**src/sv/sbt_pkg.sv**
```systemverilog
// sbt_pkg: shared types, codes and character classes for the script byte tokenizer.
// No dependencies; imported by every module of the block.
package sbt_pkg;

   // default widths of the line and column counters
   localparam int LINE_BITS_DEF   = 24;
   localparam int COLUMN_BITS_DEF = 16;

   // most records one input item can cause, and the run count width
   localparam int MAX_RUN   = 8;
   localparam int CNT_W     = $clog2(MAX_RUN + 1);
   localparam int IDX_W     = $clog2(MAX_RUN);
   localparam int FIFO_DEPTH = 2;

   // input item kinds
   localparam logic KIND_BYTE = 1'b0;
   localparam logic KIND_END  = 1'b1;

   // record codes
   localparam logic [1:0] REC_PAYLOAD = 2'd0;
   localparam logic [1:0] REC_TOKEN   = 2'd1;
   localparam logic [1:0] REC_ERROR   = 2'd2;

   // error codes
   localparam logic [1:0] ERR_NONE    = 2'd0;
   localparam logic [1:0] ERR_UNTERM  = 2'd1;
   localparam logic [1:0] ERR_CHAR    = 2'd2;

   // token kinds
   localparam logic [4:0] TK_END     = 5'd0;
   localparam logic [4:0] TK_NUMBER  = 5'd1;
   localparam logic [4:0] TK_STRING  = 5'd2;
   localparam logic [4:0] TK_IDENT   = 5'd3;
   localparam logic [4:0] TK_LPAREN  = 5'd4;
   localparam logic [4:0] TK_RPAREN  = 5'd5;
   localparam logic [4:0] TK_LBRACK  = 5'd6;
   localparam logic [4:0] TK_RBRACK  = 5'd7;
   localparam logic [4:0] TK_COMMA   = 5'd8;
   localparam logic [4:0] TK_ASSIGN  = 5'd9;
   localparam logic [4:0] TK_DOT     = 5'd10;
   localparam logic [4:0] TK_PLUS    = 5'd11;
   localparam logic [4:0] TK_MINUS   = 5'd12;
   localparam logic [4:0] TK_STAR    = 5'd13;
   localparam logic [4:0] TK_SLASH   = 5'd14;
   localparam logic [4:0] TK_PERCENT = 5'd15;
   localparam logic [4:0] TK_NEWLINE = 5'd16;

   // characters
   localparam logic [7:0] CH_BOM0   = 8'hEF;
   localparam logic [7:0] CH_BOM1   = 8'hBB;
   localparam logic [7:0] CH_BOM2   = 8'hBF;
   localparam logic [7:0] CH_HASH   = 8'h23;
   localparam logic [7:0] CH_LF     = 8'h0A;
   localparam logic [7:0] CH_CR     = 8'h0D;
   localparam logic [7:0] CH_TAB    = 8'h09;
   localparam logic [7:0] CH_SPACE  = 8'h20;
   localparam logic [7:0] CH_BSLASH = 8'h5C;
   localparam logic [7:0] CH_QUOTE  = 8'h22;
   localparam logic [7:0] CH_DOT    = 8'h2E;
   localparam logic [7:0] CH_LOW_E  = 8'h65;
   localparam logic [7:0] CH_UP_E   = 8'h45;
   localparam logic [7:0] CH_LOW_N  = 8'h6E;
   localparam logic [7:0] CH_LOW_T  = 8'h74;
   localparam logic [7:0] CH_PLUS   = 8'h2B;
   localparam logic [7:0] CH_MINUS  = 8'h2D;
   localparam logic [7:0] CH_LPAREN = 8'h28;
   localparam logic [7:0] CH_RPAREN = 8'h29;
   localparam logic [7:0] CH_LBRACK = 8'h5B;
   localparam logic [7:0] CH_RBRACK = 8'h5D;
   localparam logic [7:0] CH_COMMA  = 8'h2C;
   localparam logic [7:0] CH_EQUAL  = 8'h3D;
   localparam logic [7:0] CH_STAR   = 8'h2A;
   localparam logic [7:0] CH_SLASH  = 8'h2F;
   localparam logic [7:0] CH_PCT    = 8'h25;
   localparam logic [7:0] CH_UNDER  = 8'h5F;

   // lexer modes
   typedef enum logic [3:0] {
      M_IDLE, M_COMMENT, M_IDENT, M_NUM, M_EXP_E, M_EXP_SIGN, M_EXP_DIG,
      M_DOT, M_JOIN, M_JOIN_CR, M_STR, M_STR_ESC
   } mode_type;

   // one result record without its column
   typedef struct packed {
      logic [1:0] rec;
      logic [4:0] kind;
      logic [1:0] code;
      logic [7:0] pay;
   } rec_body_type;

   // queue status seen by front and back
   typedef struct packed {
      logic full;
      logic empty;
   } fifo_stat_type;

   function automatic logic is_digit(input logic [7:0] c);
      return (c >= 8'h30) && (c <= 8'h39);
   endfunction

   function automatic logic is_alpha(input logic [7:0] c);
      return ((c >= 8'h61) && (c <= 8'h7A)) || ((c >= 8'h41) && (c <= 8'h5A)) ||
             (c == CH_UNDER);
   endfunction

   function automatic logic is_blank(input logic [7:0] c);
      return (c == CH_SPACE) || (c == CH_TAB) || (c == CH_CR);
   endfunction

   // punctuator token kind, TK_END when the byte is none
   function automatic logic [4:0] punct_kind(input logic [7:0] c);
      logic [4:0] k;
      case (c)
         CH_LPAREN: k = TK_LPAREN;
         CH_RPAREN: k = TK_RPAREN;
         CH_LBRACK: k = TK_LBRACK;
         CH_RBRACK: k = TK_RBRACK;
         CH_COMMA:  k = TK_COMMA;
         CH_EQUAL:  k = TK_ASSIGN;
         CH_DOT:    k = TK_DOT;
         CH_PLUS:   k = TK_PLUS;
         CH_MINUS:  k = TK_MINUS;
         CH_STAR:   k = TK_STAR;
         CH_SLASH:  k = TK_SLASH;
         CH_PCT:    k = TK_PERCENT;
         default:   k = TK_END;
      endcase
      return k;
   endfunction

   // expected byte of the byte-order mark at a position
   function automatic logic [7:0] bom_byte(input logic [1:0] pos);
      logic [7:0] b;
      case (pos)
         2'd0:    b = CH_BOM0;
         2'd1:    b = CH_BOM1;
         default: b = CH_BOM2;
      endcase
      return b;
   endfunction

endpackage

```
**src/sv/sbt_fifo.sv**
```systemverilog
// sbt_fifo: small register queue of result runs between lexer front and record back end.
// Depends on sbt_pkg for the status struct.
module sbt_fifo #(
   parameter int WIDTH = 8,
   parameter int DEPTH = sbt_pkg::FIFO_DEPTH
) (
   input  logic                  clock,
   input  logic                  reset,
   input  logic                  push,
   input  logic [WIDTH-1:0]      push_data,
   input  logic                  pop,
   output logic [WIDTH-1:0]      head_data,
   output sbt_pkg::fifo_stat_type stat
);
   import sbt_pkg::*;

   localparam int PTR_W = (DEPTH > 1) ? $clog2(DEPTH) : 1;
   localparam int CNT_BITS = $clog2(DEPTH + 1);
   localparam logic [PTR_W-1:0] LAST_PTR = PTR_W'(DEPTH - 1);

   logic [WIDTH-1:0]    mem_ff [DEPTH];
   logic [PTR_W-1:0]    wr_ff, wr_in, rd_ff, rd_in;
   logic [CNT_BITS-1:0] cnt_ff, cnt_in;

   // pointer and fill count
   always_comb begin
      wr_in  = wr_ff;
      rd_in  = rd_ff;
      cnt_in = cnt_ff;
      if (push) begin
         wr_in = (wr_ff == LAST_PTR) ? '0 : wr_ff + 1'b1;
      end
      if (pop) begin
         rd_in = (rd_ff == LAST_PTR) ? '0 : rd_ff + 1'b1;
      end
      if (push && !pop) begin
         cnt_in = cnt_ff + 1'b1;
      end else if (pop && !push) begin
         cnt_in = cnt_ff - 1'b1;
      end
   end

   always_ff @(posedge clock) begin
      if (reset) begin
         wr_ff  <= '0;
         rd_ff  <= '0;
         cnt_ff <= '0;
      end else begin
         wr_ff  <= wr_in;
         rd_ff  <= rd_in;
         cnt_ff <= cnt_in;
      end
   end

   // entry storage, no reset needed
   always_ff @(posedge clock) begin
      if (push) begin
         mem_ff[wr_ff] <= push_data;
      end
   end

   assign head_data  = mem_ff[rd_ff];
   assign stat.full  = (cnt_ff == CNT_BITS'(DEPTH));
   assign stat.empty = (cnt_ff == '0);

endmodule

```
**src/sv/sbt_front.sv**
```systemverilog
// sbt_front: accepts source items, runs the lexer state update and builds the run of
// result records each item causes. Depends on sbt_pkg.
module sbt_front #(
   parameter int LINE_BITS   = sbt_pkg::LINE_BITS_DEF,
   parameter int COLUMN_BITS = sbt_pkg::COLUMN_BITS_DEF,
   parameter int ENTRY_W     = 8
) (
   input  logic                   clock,
   input  logic                   reset,
   input  logic                   req_valid,
   output logic                   req_stall,
   input  logic                   req_kind,
   input  logic [7:0]             req_data_byte,
   input  sbt_pkg::fifo_stat_type stat,
   output logic                   push,
   output logic [ENTRY_W-1:0]     push_data
);
   import sbt_pkg::*;

   localparam logic [COLUMN_BITS-1:0] COL_TOP  = '1;
   localparam logic [LINE_BITS-1:0]   LINE_TOP = '1;
   localparam logic [COLUMN_BITS-1:0] COL_ONE  = COLUMN_BITS'(1);

   typedef struct packed {
      mode_type               mode;
      logic [COLUMN_BITS-1:0] tsc;
      logic [COLUMN_BITS-1:0] hcol;
      logic [7:0]             h0;
      logic [7:0]             h1;
      logic [1:0]             hcnt;
      logic                   failed;
   } lex_type;

   typedef struct packed {
      rec_body_type           body;
      logic [COLUMN_BITS-1:0] col;
   } rec_type;

   typedef struct packed {
      rec_type [2:0] r;
      logic [1:0]    n;
      logic          nl;
      logic          bt;
      lex_type       st;
   } step_type;

   lex_type                lex_ff, lex_in;
   logic [1:0]             bom_ff, bom_in;
   logic [LINE_BITS-1:0]   line_ff, line_in;
   logic [COLUMN_BITS-1:0] colc_ff, colc_in;
   step_type               src [5];
   rec_type [MAX_RUN-1:0]  recs;
   logic [CNT_W-1:0]       n_rec;
   logic                   accept;

   function automatic logic [COLUMN_BITS-1:0] sat_col(input logic [COLUMN_BITS-1:0] x);
      return (x == COL_TOP) ? x : x + 1'b1;
   endfunction

   // lexer state at the start of a source
   function automatic lex_type lex_clear();
      lex_type v;
      v      = '0;
      v.mode = M_IDLE;
      v.tsc  = COL_ONE;
      v.hcol = COL_ONE;
      return v;
   endfunction

   function automatic rec_type mk(input logic [1:0] rc, input logic [4:0] k,
                                  input logic [1:0] cd, input logic [7:0] p,
                                  input logic [COLUMN_BITS-1:0] col);
      rec_type r;
      r.body.rec  = rc;
      r.body.kind = k;
      r.body.code = cd;
      r.body.pay  = p;
      r.col       = col;
      return r;
   endfunction

   function automatic step_type push_rec(input step_type s, input rec_type r);
      step_type t;
      t = s;
      t.r[t.n] = r;
      t.n = t.n + 2'd1;
      return t;
   endfunction

   function automatic step_type raise(input step_type s, input logic [1:0] cd,
                                      input logic [7:0] p, input logic [COLUMN_BITS-1:0] col);
      step_type t;
      t = push_rec(s, mk(REC_ERROR, TK_END, cd, p, col));
      t.st.failed = 1'b1;
      t.st.mode   = M_IDLE;
      t.st.hcnt   = 2'd0;
      return t;
   endfunction

   // handling of a byte with no token in progress
   function automatic step_type idle(input lex_type st, input logic [7:0] c,
                                     input logic [COLUMN_BITS-1:0] col);
      step_type s;
      s = '0;
      s.st = st;
      if (!st.failed) begin
         s.st.mode = M_IDLE;
         if (c == CH_HASH) begin
            s.st.mode = M_COMMENT;
         end else if (c == CH_LF) begin
            s = push_rec(s, mk(REC_TOKEN, TK_NEWLINE, ERR_NONE, 8'h00, col));
            s.nl = 1'b1;
         end else if (is_blank(c)) begin
            s.st.mode = M_IDLE;
         end else if (c == CH_BSLASH) begin
            s.st.mode = M_JOIN;
            s.st.hcol = col;
         end else if (is_digit(c)) begin
            s.st.mode = M_NUM;
            s.st.tsc  = col;
            s = push_rec(s, mk(REC_PAYLOAD, TK_NUMBER, ERR_NONE, c, col));
         end else if (c == CH_DOT) begin
            s.st.mode = M_DOT;
            s.st.tsc  = col;
         end else if (is_alpha(c)) begin
            s.st.mode = M_IDENT;
            s.st.tsc  = col;
            s = push_rec(s, mk(REC_PAYLOAD, TK_IDENT, ERR_NONE, c, col));
         end else if (c == CH_QUOTE) begin
            s.st.mode = M_STR;
            s.st.tsc  = col;
         end else if (punct_kind(c) != TK_END) begin
            s = push_rec(s, mk(REC_TOKEN, punct_kind(c), ERR_NONE, 8'h00, col));
         end else begin
            s = raise(s, ERR_CHAR, c, col);
         end
      end
      return s;
   endfunction

   // closes a token with a record, then hands the byte to idle handling
   function automatic step_type close_then_idle(input step_type s, input logic [4:0] k,
                                                input logic [7:0] c,
                                                input logic [COLUMN_BITS-1:0] col);
      step_type t;
      step_type u;
      t = push_rec(s, mk(REC_TOKEN, k, ERR_NONE, 8'h00, s.st.tsc));
      u = idle(t.st, c, col);
      t.st = u.st;
      t.nl = u.nl;
      if (u.n != 2'd0) begin
         t = push_rec(t, u.r[0]);
      end
      return t;
   endfunction

   // one lexer step; bt asks for an exponent backtrack with nothing emitted
   function automatic step_type step(input lex_type st, input logic [7:0] c,
                                     input logic [COLUMN_BITS-1:0] col);
      step_type s;
      logic [7:0] esc;
      s = '0;
      s.st = st;
      esc = (c == CH_LOW_N) ? CH_LF : ((c == CH_LOW_T) ? CH_TAB : c);
      if (!st.failed) begin
         case (st.mode)
            M_COMMENT: begin
               if (c == CH_LF) s = idle(st, c, col);
            end
            M_IDENT: begin
               if (is_alpha(c) || is_digit(c)) begin
                  s = push_rec(s, mk(REC_PAYLOAD, TK_IDENT, ERR_NONE, c, col));
               end else begin
                  s = close_then_idle(s, TK_IDENT, c, col);
               end
            end
            M_NUM: begin
               if (is_digit(c) || (c == CH_DOT)) begin
                  s = push_rec(s, mk(REC_PAYLOAD, TK_NUMBER, ERR_NONE, c, col));
               end else if ((c == CH_LOW_E) || (c == CH_UP_E)) begin
                  s.st.h0   = c;
                  s.st.hcnt = 2'd1;
                  s.st.hcol = col;
                  s.st.mode = M_EXP_E;
               end else begin
                  s = close_then_idle(s, TK_NUMBER, c, col);
               end
            end
            M_EXP_E: begin
               if ((c == CH_PLUS) || (c == CH_MINUS)) begin
                  s.st.h1   = c;
                  s.st.hcnt = 2'd2;
                  s.st.mode = M_EXP_SIGN;
               end else if (is_digit(c)) begin
                  s = push_rec(s, mk(REC_PAYLOAD, TK_NUMBER, ERR_NONE, st.h0, col));
                  s = push_rec(s, mk(REC_PAYLOAD, TK_NUMBER, ERR_NONE, c, col));
                  s.st.hcnt = 2'd0;
                  s.st.mode = M_EXP_DIG;
               end else begin
                  s.bt = 1'b1;
               end
            end
            M_EXP_SIGN: begin
               if (is_digit(c)) begin
                  s = push_rec(s, mk(REC_PAYLOAD, TK_NUMBER, ERR_NONE, st.h0, col));
                  s = push_rec(s, mk(REC_PAYLOAD, TK_NUMBER, ERR_NONE, st.h1, col));
                  s = push_rec(s, mk(REC_PAYLOAD, TK_NUMBER, ERR_NONE, c, col));
                  s.st.hcnt = 2'd0;
                  s.st.mode = M_EXP_DIG;
               end else begin
                  s.bt = 1'b1;
               end
            end
            M_EXP_DIG: begin
               if (is_digit(c)) begin
                  s = push_rec(s, mk(REC_PAYLOAD, TK_NUMBER, ERR_NONE, c, col));
               end else begin
                  s = close_then_idle(s, TK_NUMBER, c, col);
               end
            end
            M_DOT: begin
               if (is_digit(c)) begin
                  s = push_rec(s, mk(REC_PAYLOAD, TK_NUMBER, ERR_NONE, CH_DOT, col));
                  s = push_rec(s, mk(REC_PAYLOAD, TK_NUMBER, ERR_NONE, c, col));
                  s.st.mode = M_NUM;
               end else begin
                  s = close_then_idle(s, TK_DOT, c, col);
               end
            end
            M_JOIN: begin
               if (c == CH_LF) begin
                  s.st.mode = M_IDLE;
                  s.nl = 1'b1;
               end else if (c == CH_CR) begin
                  s.st.mode = M_JOIN_CR;
               end else begin
                  s = raise(s, ERR_CHAR, CH_BSLASH, st.hcol);
               end
            end
            M_JOIN_CR: begin
               if (c == CH_LF) begin
                  s.st.mode = M_IDLE;
                  s.nl = 1'b1;
               end else begin
                  s = idle(st, c, col);
               end
            end
            M_STR: begin
               if (c == CH_QUOTE) begin
                  s = push_rec(s, mk(REC_TOKEN, TK_STRING, ERR_NONE, 8'h00, st.tsc));
                  s.st.mode = M_IDLE;
               end else if (c == CH_LF) begin
                  s = raise(s, ERR_UNTERM, 8'h00, st.tsc);
               end else if (c == CH_BSLASH) begin
                  s.st.mode = M_STR_ESC;
               end else begin
                  s = push_rec(s, mk(REC_PAYLOAD, TK_STRING, ERR_NONE, c, col));
               end
            end
            M_STR_ESC: begin
               s = push_rec(s, mk(REC_PAYLOAD, TK_STRING, ERR_NONE, esc, col));
               s.st.mode = M_STR;
            end
            default: s = idle(st, c, col);
         endcase
      end
      return s;
   endfunction

   assign req_stall = stat.full;
   assign accept    = req_valid && !req_stall;

   // lexer update and record sources for one item
   always_comb begin
      step_type blank;
      step_type fin;
      step_type cl;
      lex_type  cur;
      lex_type  base;
      logic     consumed;
      blank    = '0;
      fin      = '0;
      cl       = '0;
      cur      = lex_ff;
      base     = lex_ff;
      consumed = 1'b0;
      for (int i = 0; i < 5; i++) src[i] = '0;
      lex_in  = lex_ff;
      bom_in  = bom_ff;
      line_in = line_ff;
      colc_in = colc_ff;

      if (req_kind == KIND_END) begin
         // end of source: pending partial mark, backtrack, close, end token
         fin = blank;
         fin.st = lex_ff;
         if (!lex_ff.failed && ((bom_ff == 2'd1) || (bom_ff == 2'd2))) begin
            fin = raise(fin, ERR_CHAR, CH_BOM0, COL_ONE);
         end
         src[0] = fin;
         base = fin.st;
         cur  = fin.st;
         if (!base.failed && ((base.mode == M_EXP_E) || (base.mode == M_EXP_SIGN))) begin
            src[1] = push_rec(blank, mk(REC_TOKEN, TK_NUMBER, ERR_NONE, 8'h00, base.tsc));
            cur.hcnt = 2'd0;
            cur.mode = M_IDLE;
            src[2] = step(cur, base.h0, base.hcol);
            cur = src[2].st;
            if (base.hcnt == 2'd2) begin
               src[3] = step(cur, base.h1, sat_col(base.hcol));
               cur = src[3].st;
            end
         end
         cl.st = cur;
         if (!cur.failed) begin
            case (cur.mode) inside
               M_IDENT: cl = push_rec(cl, mk(REC_TOKEN, TK_IDENT, ERR_NONE, 8'h00, cur.tsc));
               M_NUM, M_EXP_DIG:
                  cl = push_rec(cl, mk(REC_TOKEN, TK_NUMBER, ERR_NONE, 8'h00, cur.tsc));
               M_DOT: cl = push_rec(cl, mk(REC_TOKEN, TK_DOT, ERR_NONE, 8'h00, cur.tsc));
               M_JOIN: cl = raise(cl, ERR_CHAR, CH_BSLASH, cur.hcol);
               M_STR, M_STR_ESC: cl = raise(cl, ERR_UNTERM, 8'h00, cur.tsc);
               default: cl = cl;
            endcase
            if (!cl.st.failed) begin
               cl = push_rec(cl, mk(REC_TOKEN, TK_END, ERR_NONE, 8'h00, colc_ff));
            end
         end
         src[4] = cl;
         // fresh source after the end item
         lex_in      = '0;
         lex_in.mode = M_IDLE;
         lex_in.tsc  = COL_ONE;
         lex_in.hcol = COL_ONE;
         bom_in      = 2'd0;
         line_in     = LINE_BITS'(1);
         colc_in     = COL_ONE;
      end else if (!lex_ff.failed) begin
         // byte-order mark at the head of the source
         if (bom_ff != 2'd3) begin
            if (req_data_byte == bom_byte(bom_ff)) begin
               bom_in   = bom_ff + 2'd1;
               consumed = 1'b1;
            end else if (bom_ff != 2'd0) begin
               fin = blank;
               fin.st = lex_ff;
               src[0] = raise(fin, ERR_CHAR, CH_BOM0, COL_ONE);
               lex_in = src[0].st;
               consumed = 1'b1;
            end else begin
               bom_in = 2'd3;
            end
         end
         if (!consumed) begin
            fin = step(lex_ff, req_data_byte, colc_ff);
            if (fin.bt) begin
               // exponent backtrack: close the number, relex the held bytes
               src[1] = push_rec(blank, mk(REC_TOKEN, TK_NUMBER, ERR_NONE, 8'h00, lex_ff.tsc));
               cur.hcnt = 2'd0;
               cur.mode = M_IDLE;
               src[2] = step(cur, lex_ff.h0, lex_ff.hcol);
               cur = src[2].st;
               if (lex_ff.hcnt == 2'd2) begin
                  src[3] = step(cur, lex_ff.h1, sat_col(lex_ff.hcol));
                  cur = src[3].st;
               end
               fin = step(cur, req_data_byte, colc_ff);
            end
            src[4] = fin;
            lex_in = fin.st;
            if (fin.nl) begin
               line_in = (line_ff == LINE_TOP) ? line_ff : line_ff + 1'b1;
               colc_in = COL_ONE;
            end else begin
               colc_in = sat_col(colc_ff);
            end
         end
      end
   end

   // pack the sources into one run
   always_comb begin
      n_rec = '0;
      recs  = '0;
      for (int i = 0; i < 5; i++) begin
         for (int j = 0; j < 3; j++) begin
            if (2'(j) < src[i].n) begin
               recs[n_rec[IDX_W-1:0]] = src[i].r[j];
               n_rec = n_rec + 1'b1;
            end
         end
      end
   end

   assign push      = accept && (n_rec != '0);
   assign push_data = {n_rec, line_ff, recs};

   always_ff @(posedge clock) begin
      if (reset) begin
         lex_ff  <= lex_clear();
         bom_ff  <= 2'd0;
         line_ff <= LINE_BITS'(1);
         colc_ff <= COL_ONE;
      end else if (accept) begin
         lex_ff  <= lex_in;
         bom_ff  <= bom_in;
         line_ff <= line_in;
         colc_ff <= colc_in;
      end
   end

endmodule

```
**src/sv/sbt_back.sv**
```systemverilog
// sbt_back: walks the run at the queue head and presents one result record per cycle
// while rsp_stall is low. Depends on sbt_pkg.
module sbt_back #(
   parameter int LINE_BITS   = sbt_pkg::LINE_BITS_DEF,
   parameter int COLUMN_BITS = sbt_pkg::COLUMN_BITS_DEF,
   parameter int ENTRY_W     = 8
) (
   input  logic                   clock,
   input  logic                   reset,
   input  logic [ENTRY_W-1:0]     head_data,
   input  sbt_pkg::fifo_stat_type stat,
   output logic                   pop,
   output logic                   rsp_valid,
   input  logic                   rsp_stall,
   output logic [1:0]             rsp_record,
   output logic [4:0]             rsp_token_kind,
   output logic [1:0]             rsp_error_code,
   output logic [7:0]             rsp_payload,
   output logic [LINE_BITS-1:0]   rsp_line_number,
   output logic [COLUMN_BITS-1:0] rsp_column,
   output logic                   rsp_last_of_run
);
   import sbt_pkg::*;

   localparam int BODY_W = $bits(rec_body_type);
   localparam int REC_W  = BODY_W + COLUMN_BITS;

   logic [IDX_W-1:0] idx_ff, idx_in;
   logic [CNT_W-1:0] cnt;
   logic [REC_W-1:0] rec;
   rec_body_type     body;
   logic             accept;

   // unpack the current record of the head run
   assign cnt  = head_data[ENTRY_W-1 -: CNT_W];
   assign rec  = head_data[idx_ff*REC_W +: REC_W];
   assign body = rec[REC_W-1 -: BODY_W];

   assign rsp_valid       = !stat.empty;
   assign rsp_record      = body.rec;
   assign rsp_token_kind  = body.kind;
   assign rsp_error_code  = body.code;
   assign rsp_payload     = body.pay;
   assign rsp_column      = rec[COLUMN_BITS-1:0];
   assign rsp_line_number = head_data[MAX_RUN*REC_W +: LINE_BITS];
   assign rsp_last_of_run = ({1'b0, idx_ff} == (cnt - CNT_W'(1)));

   assign accept = rsp_valid && !rsp_stall;
   assign pop    = accept && rsp_last_of_run;

   // record index within the run
   always_comb begin
      idx_in = idx_ff;
      if (pop) begin
         idx_in = '0;
      end else if (accept) begin
         idx_in = idx_ff + 1'b1;
      end
   end

   always_ff @(posedge clock) begin
      if (reset) begin
         idx_ff <= '0;
      end else begin
         idx_ff <= idx_in;
      end
   end

endmodule

```
**src/sv/script_byte_tokenizer.sv**
```systemverilog
// script_byte_tokenizer: top level of the streaming script lexer.
// Depends on sbt_pkg, sbt_front, sbt_fifo and sbt_back.
//
//   channel  direction  handshake             payload
//   req_     in         req_valid/req_stall   kind, data_byte
//   rsp_     out        rsp_valid/rsp_stall   record, token_kind, error_code, payload,
//                                             line_number, column, last_of_run
//
// One item is taken per cycle while the run queue is not full; its whole lexer update,
// backtrack included, is done in the front stage in that cycle. Results leave one record
// per cycle from the back end while the output is not stalled; the run of an item is
// registered in the run queue first. The two-entry run queue sets how far input runs
// ahead of a stalled output. Reset is synchronous; the block is ready once it drops.
module script_byte_tokenizer #(
   parameter int LINE_BITS   = sbt_pkg::LINE_BITS_DEF,
   parameter int COLUMN_BITS = sbt_pkg::COLUMN_BITS_DEF
) (
   input  logic                   clock,
   input  logic                   reset,
   input  logic                   req_valid,
   output logic                   req_stall,
   input  logic                   req_kind,
   input  logic [7:0]             req_data_byte,
   output logic                   rsp_valid,
   input  logic                   rsp_stall,
   output logic [1:0]             rsp_record,
   output logic [4:0]             rsp_token_kind,
   output logic [1:0]             rsp_error_code,
   output logic [7:0]             rsp_payload,
   output logic [LINE_BITS-1:0]   rsp_line_number,
   output logic [COLUMN_BITS-1:0] rsp_column,
   output logic                   rsp_last_of_run
);
   import sbt_pkg::*;

   localparam int REC_W   = $bits(rec_body_type) + COLUMN_BITS;
   localparam int ENTRY_W = CNT_W + LINE_BITS + MAX_RUN * REC_W;

   fifo_stat_type      stat;
   logic               push, pop;
   logic [ENTRY_W-1:0] push_data, head_data;

   sbt_front #(
      .LINE_BITS(LINE_BITS), .COLUMN_BITS(COLUMN_BITS), .ENTRY_W(ENTRY_W)
   ) u_front (
      .clock(clock), .reset(reset),
      .req_valid(req_valid), .req_stall(req_stall),
      .req_kind(req_kind), .req_data_byte(req_data_byte),
      .stat(stat), .push(push), .push_data(push_data)
   );

   sbt_fifo #(.WIDTH(ENTRY_W), .DEPTH(FIFO_DEPTH)) u_fifo (
      .clock(clock), .reset(reset),
      .push(push), .push_data(push_data),
      .pop(pop), .head_data(head_data), .stat(stat)
   );

   sbt_back #(
      .LINE_BITS(LINE_BITS), .COLUMN_BITS(COLUMN_BITS), .ENTRY_W(ENTRY_W)
   ) u_back (
      .clock(clock), .reset(reset),
      .head_data(head_data), .stat(stat), .pop(pop),
      .rsp_valid(rsp_valid), .rsp_stall(rsp_stall),
      .rsp_record(rsp_record), .rsp_token_kind(rsp_token_kind),
      .rsp_error_code(rsp_error_code), .rsp_payload(rsp_payload),
      .rsp_line_number(rsp_line_number), .rsp_column(rsp_column),
      .rsp_last_of_run(rsp_last_of_run)
   );

endmodule

```
**config.mk**
```make
export PLATFORM = sky130hd
export DESIGN_NAME = script_byte_tokenizer
export DESIGN_NICKNAME = d
export VERILOG_FILES = /design/src/sv/sbt_pkg.sv /design/src/sv/sbt_fifo.sv /design/src/sv/sbt_front.sv /design/src/sv/sbt_back.sv /design/src/sv/script_byte_tokenizer.sv
export SDC_FILE = /design/constraint.sdc
export NUM_CORES = 2
export LEC_CHECK = 0
export BUFFER_PORTS_ARGS = -buffer_cell sky130_fd_sc_hd__buf_4
export CORE_MARGIN = 1
export CORE_UTILIZATION = 65
export CTS_CLUSTER_DIAMETER = 30
export DETAILED_ROUTE_END_ITERATION = 8
export PLACE_DENSITY = 0.81
export REMOVE_ABC_BUFFERS = 1
export SLEW_MARGIN = 0
export SYNTH_ARGS = -nofsm -noshare
export SYNTH_HDL_FRONTEND = slang
export SYNTH_SLANG_ARGS = --single-unit
```
**constraint.sdc**
```tcl
create_clock -name clock -period 57.5 [get_ports clock]
set_clock_uncertainty 0.2 [all_clocks]
set_input_delay 17.25 -clock clock [delete_from_list [all_inputs] [get_ports clock]]
set_output_delay 17.25 -clock clock [all_outputs]
set_load 0.03 [all_outputs]
```
==> results of run 1 <==
==> through the flow <==
stage          util [%]  cells  setup slack, ns
4_1_cts            73.6   7494            28.15
3_5_place_dp       68.2   7259            27.51
3_3_place_gp       68.2   7259            27.87
2_1_floorplan         -   5838            19.91
==> logic make-up after synthesis <==
group,after synthesis
flip-flops,689
multiplexers,273
XOR/XNOR,81
AO/OA/AOI/OAI,2471
AND/OR/NAND/NOR,2240
buffers and inverters,682
adder cells (fa/ha/maj),25
==> routing by layer <==
| metal | track usage (%) | GRT overflow |
|---|---|---|
| met1 | 82.5 | 19 |
| met3 | 71.6 | 14 |
| met2 | 92.8 | 32 |
| met4 | 73.5 | 29 |
| met5 | 45.5 | 5 |
==> results.yml, run 1 <==
logic_synthesis:
  synthTopCellsByCount: "nand2_1, nor2_1, a21oi_1, edfxtp_1, o21ai_0"
  synth_compound_area_share_pct: 29.4
  yosys_warnings: 0
  yosys.area.top_type: "edfxtp_1"
  synth_area_sq_um: 54600
  synthAdderAreaFrac_pct: 0.586
  yosysSeqAreaShare_pct: 35.9
  synth_top_area_share_pct: 32.1
  synth_top_family_by_area: "compound AO/OA/AOI/OAI gates"
  synth.most_common_cell: "nand2_1"
  synth_area_leaders: "edfxtp_1, mux4_2, a21oi_1"
  synth_edf_count: 584
  synth-xor-area-share_pct: 1.34
  synthSimpleGateAreaFrac_pct: 18.9
  synth-main-ff-cell: "edfxtp_1"
  ys_types: 123
  ys_seq_elements: 689
  synth_area_per_cell_sq_um: 8.46
  synthMuxAreaShare_pct: 8.89
  synthCells: 6461
  ys_async_sr_fraction_pct: 0
die:
  ios: 73
  std_cell_rows: 105
  initial_utilization_pct: 66.1
  die_h_um: 292
  die_w_um: 292
global_routing:
  grt_max_degree: 83
  grt-ovfl-total: 99
  grtUsageTotal_pct: 80.8
  antenna_found_initial: 53
placement:
  port_buffers: 72
  place.gp.congestion: 1.26
  placed_area_sq_um: 56400
  dp_hpwl_um: 200000
clocking:
  htreeDepth: 4
  root_buffer: "clkbuf_16"
  cts-buffers-inserted: 131
  numClockSinks: 689
  post-cts-setup-buffer-count: 0
  hold_buffers: 0
  cts_buffer_depth: 3
  cts_resized: 0
run_status:
  firstError: "[ERROR GRT-0232] Routing congestion too high. Check the congestion heatmap in the GUI."
  run_status: "stopped before the end"
  stop_stage: "5_1_grt"
==> run 2, diff against run 1 <==
CORE_UTILIZATION = 40   (was 65)
CTS_CLUSTER_DIAMETER = default   (was 30)
PLACE_DENSITY = default   (was 0.81)
PLACE_DENSITY_LB_ADDON = 0.15   (was default)
==> run 2 against run 1 <==
  * The run now ends clean
  * Synthesized cell count is the same
  * Synthesized area stayed put
==> results.yml, run 2 <==
pwr:
  pwr-share-seq_pct: 41.8
  peakVddDrop_v: 0.0000451
  leakage_nw: 18.9
  swShare_pct: 34.5
  power_switching_mw: 0.596
  power_density_nw_per_um2: 28.7
  clkPwrFrac_pct: 27.3
  pwr-share-comb_pct: 30.9
  intPower_mw: 1.13
  power_mw: 1.73
clocking:
  clk_pin_slew_ns: 0.06
  cts_buffer_depth: 3
  clk_latency_ns: 0.70
  cts_resized: 0
  cts_tree: "built"
  cts-buffers-inserted: 76
  post-cts-setup-buffer-count: 0
  root_buffer: "clkbuf_16"
  numClockSinks: 689
  htreeDepth: 3
  hold_buffers: 0
hold_path:
  hold_depth: 2
  hold_class: "register to register"
  hold_start: "u_front.lex_ff[6]"
  hold_path_end: "u_front.lex_ff[6]"
final_layout:
  regMostFlops: "u_fifo.mem_ff"
  layout_common_cells: "nand2_1, nor2_1, a21oi_1, edfxtp_1, o21ai_0"
  drive_above_1_share_pct: 13.9
  fillCellCount: 13500
  final_common_cell: "nand2_1"
  areaGrowthSynthToFinish_pct: 10.2
  stdcell_count: 8170
  nets: 6355
  largest_reg_flops: 584
  final_cell_area_sq_um: 60200
  top_regs: "u_fifo.mem_ff: 584 flops, u_front.lex_ff: 55 flops, u_front.line_ff: 24 flops"
timing:
  tightest_slew_ns: 1.46
  slew_headroom_pct: 2.12
  rsz0062_at_grt: "no"
  fin_crit_ns: 27.65
  hold_viol: 0
  max_freq_mhz: 36.2
  fin_hold_ws_ns: 0.274
  post-route-period-util_pct: 48.1
  maxSlewViolCount: 0
  setup_viol: 0
  tns_ns: 0
placement:
  place.gp.congestion: 1.07
  placedCellCount: 8019
  port_buffers: 72
  dp_hpwl_um: 230000
  placed_area_sq_um: 57800
setup_path:
  arrival_ns: 27.76
  critPathMaxFanout: 163
  worstPathRequired_ns: 57.61
  r2r_end: "u_fifo.mem_ff[0][41]"
  critPathLaunchType: "input port"
  crit_path_top_delay_cell: "buf_4"
  slowest_delay_ns: 0.75
  worstSetupEndpointType: "register"
  reg2reg_depth: 34
  timing.rr.start: "u_front.bom_ff[0]"
  path_class: "input port to register"
  reg2reg_slack_ns: 44.41
logic_synthesis:
  synthCells: 6461
  synth-main-ff-cell: "edfxtp_1"
  ys_seq_elements: 689
  yosys.area.top_type: "edfxtp_1"
  yosys_warnings: 0
  synth_edf_count: 584
  synthTopCellsByCount: "nand2_1, nor2_1, a21oi_1, edfxtp_1, o21ai_0"
  synth_top_area_share_pct: 32.1
  synth_area_sq_um: 54600
  ys_types: 123
  synth_area_leaders: "edfxtp_1, mux4_2, a21oi_1"
  synth.most_common_cell: "nand2_1"
  synth_area_per_cell_sq_um: 8.46
  ys_async_sr_fraction_pct: 0
  yosysSeqAreaShare_pct: 35.9
detailed_routing:
  drt-initial-drc-count: 10400
  drt_wl_total_um: 322000
  drc_errors: 0
  num_vias: 60500
  dr.pass1.iters: 8
  wire_per_inst_um: 39.4
  ant_nets: 0
  routed_via_density: 7.40
die:
  dieArea_sq_um: 138000
  coreArea_sq_um: 135000
  die_w_um: 372
  die_h_um: 372
  std_cell_rows: 135
  initial_utilization_pct: 40.3
  ios: 73
run_status:
  run_status: "completed"
global_routing:
  grt_pass1_wl_um: 441000
  grt_pass1_vias: 55700
  grtUsageTotal_pct: 45.1
  antenna_found_initial: 16
  grt-ovfl-total: 0
  grt_max_degree: 164
flow_run:
  maxCapViolations: 0
-- run 2: worst max-delay path by stage --
| stage | startpoint | endpoint | slack [ns] |
|---|---|---|---|
| floorplan | req_data_byte[3] | u_fifo.mem_ff[0][0] | 19.91 |
| global placement | req_data_byte[3] | u_fifo.mem_ff[1][206] | 29.47 |
| detailed placement | req_data_byte[3] | u_fifo.mem_ff[1][140] | 29.45 |
| CTS | req_data_byte[3] | u_fifo.mem_ff[1][39] | 30.15 |
| global route | req_data_byte[4] | u_fifo.mem_ff[1][206] | 29.34 |
| finish | req_data_byte[3] | u_fifo.mem_ff[0][41] | 29.85 |
-- run 2: logic make-up after synthesis --
kind of cell	count (synthesis)	synth area share (%)
flip-flops	689	35.9
AND/OR/NAND/NOR	2240	18.9
XOR/XNOR	81	1.34
multiplexers	273	8.89
buffers and inverters	682	4.99
AO/OA/AOI/OAI	2471	29.4
adder cells (fa/ha/maj)	25	0.586
-- run 2: stage by stage --
step | setup slack, ns | util [%]
after floorplan | 19.91 | -
after global placement | 29.47 | 42.7
after detailed placement | 29.45 | 42.7
after CTS | 30.15 | 44.4
after global routing | 29.34 | 44.4
final | 29.85 | 44.4
-- run 2: layout make-up --
class | instances | area, sq um | share of cell area (%)
multi-input cells | 5090 | 32600 | 54.2
flip-flops and latches | 689 | 19700 | 32.6
repair buffers | 401 | 3050 | 5.06
well taps | 1781 | 2230 | 3.70
clock buffers | 103 | 2040 | 3.39
clock inverters | 35 | 338 | 0.561
inverters | 59 | 221 | 0.368
diodes | 12 | 30.0 | 0.0499
-- run 2: routing by layer --
layer / vias up / wire length, um / global-route usage [%]
met4: 12 / 26700 / 31.0
met3: 1443 / 42800 / 14.6
met1: 29300 / 122000 / 57.8
li1: 24700 / - / -
met5: - / 95 / 0
met2: 5083 / 130000 / 63.9
-- run 2: critical path, delay by kind of cell --
kind                     cells  cell delay (ns)
buffers and inverters        7             2.96
multiplexers                 1             0.35
AND/OR/NAND/NOR              7             2.01
adder cells (fa/ha/maj)      6             2.41
AO/OA/AOI/OAI                9             1.95
XOR/XNOR                     1             0.31
-- run 2: power by group through the flow --
stage / combinational [mW] / sequential (mW) / clock [mW]
after CTS: 0.525 / 0.721 / 0.477
after floorplan: 0.332 / 0.784 / 0
after global routing: 0.558 / 0.731 / 0.496
final: 0.534 / 0.721 / 0.471
after detailed placement: 0.524 / 0.731 / 0
after global placement: 0.525 / 0.725 / 0
No activity file was read; power rests on OpenSTA's default activity.
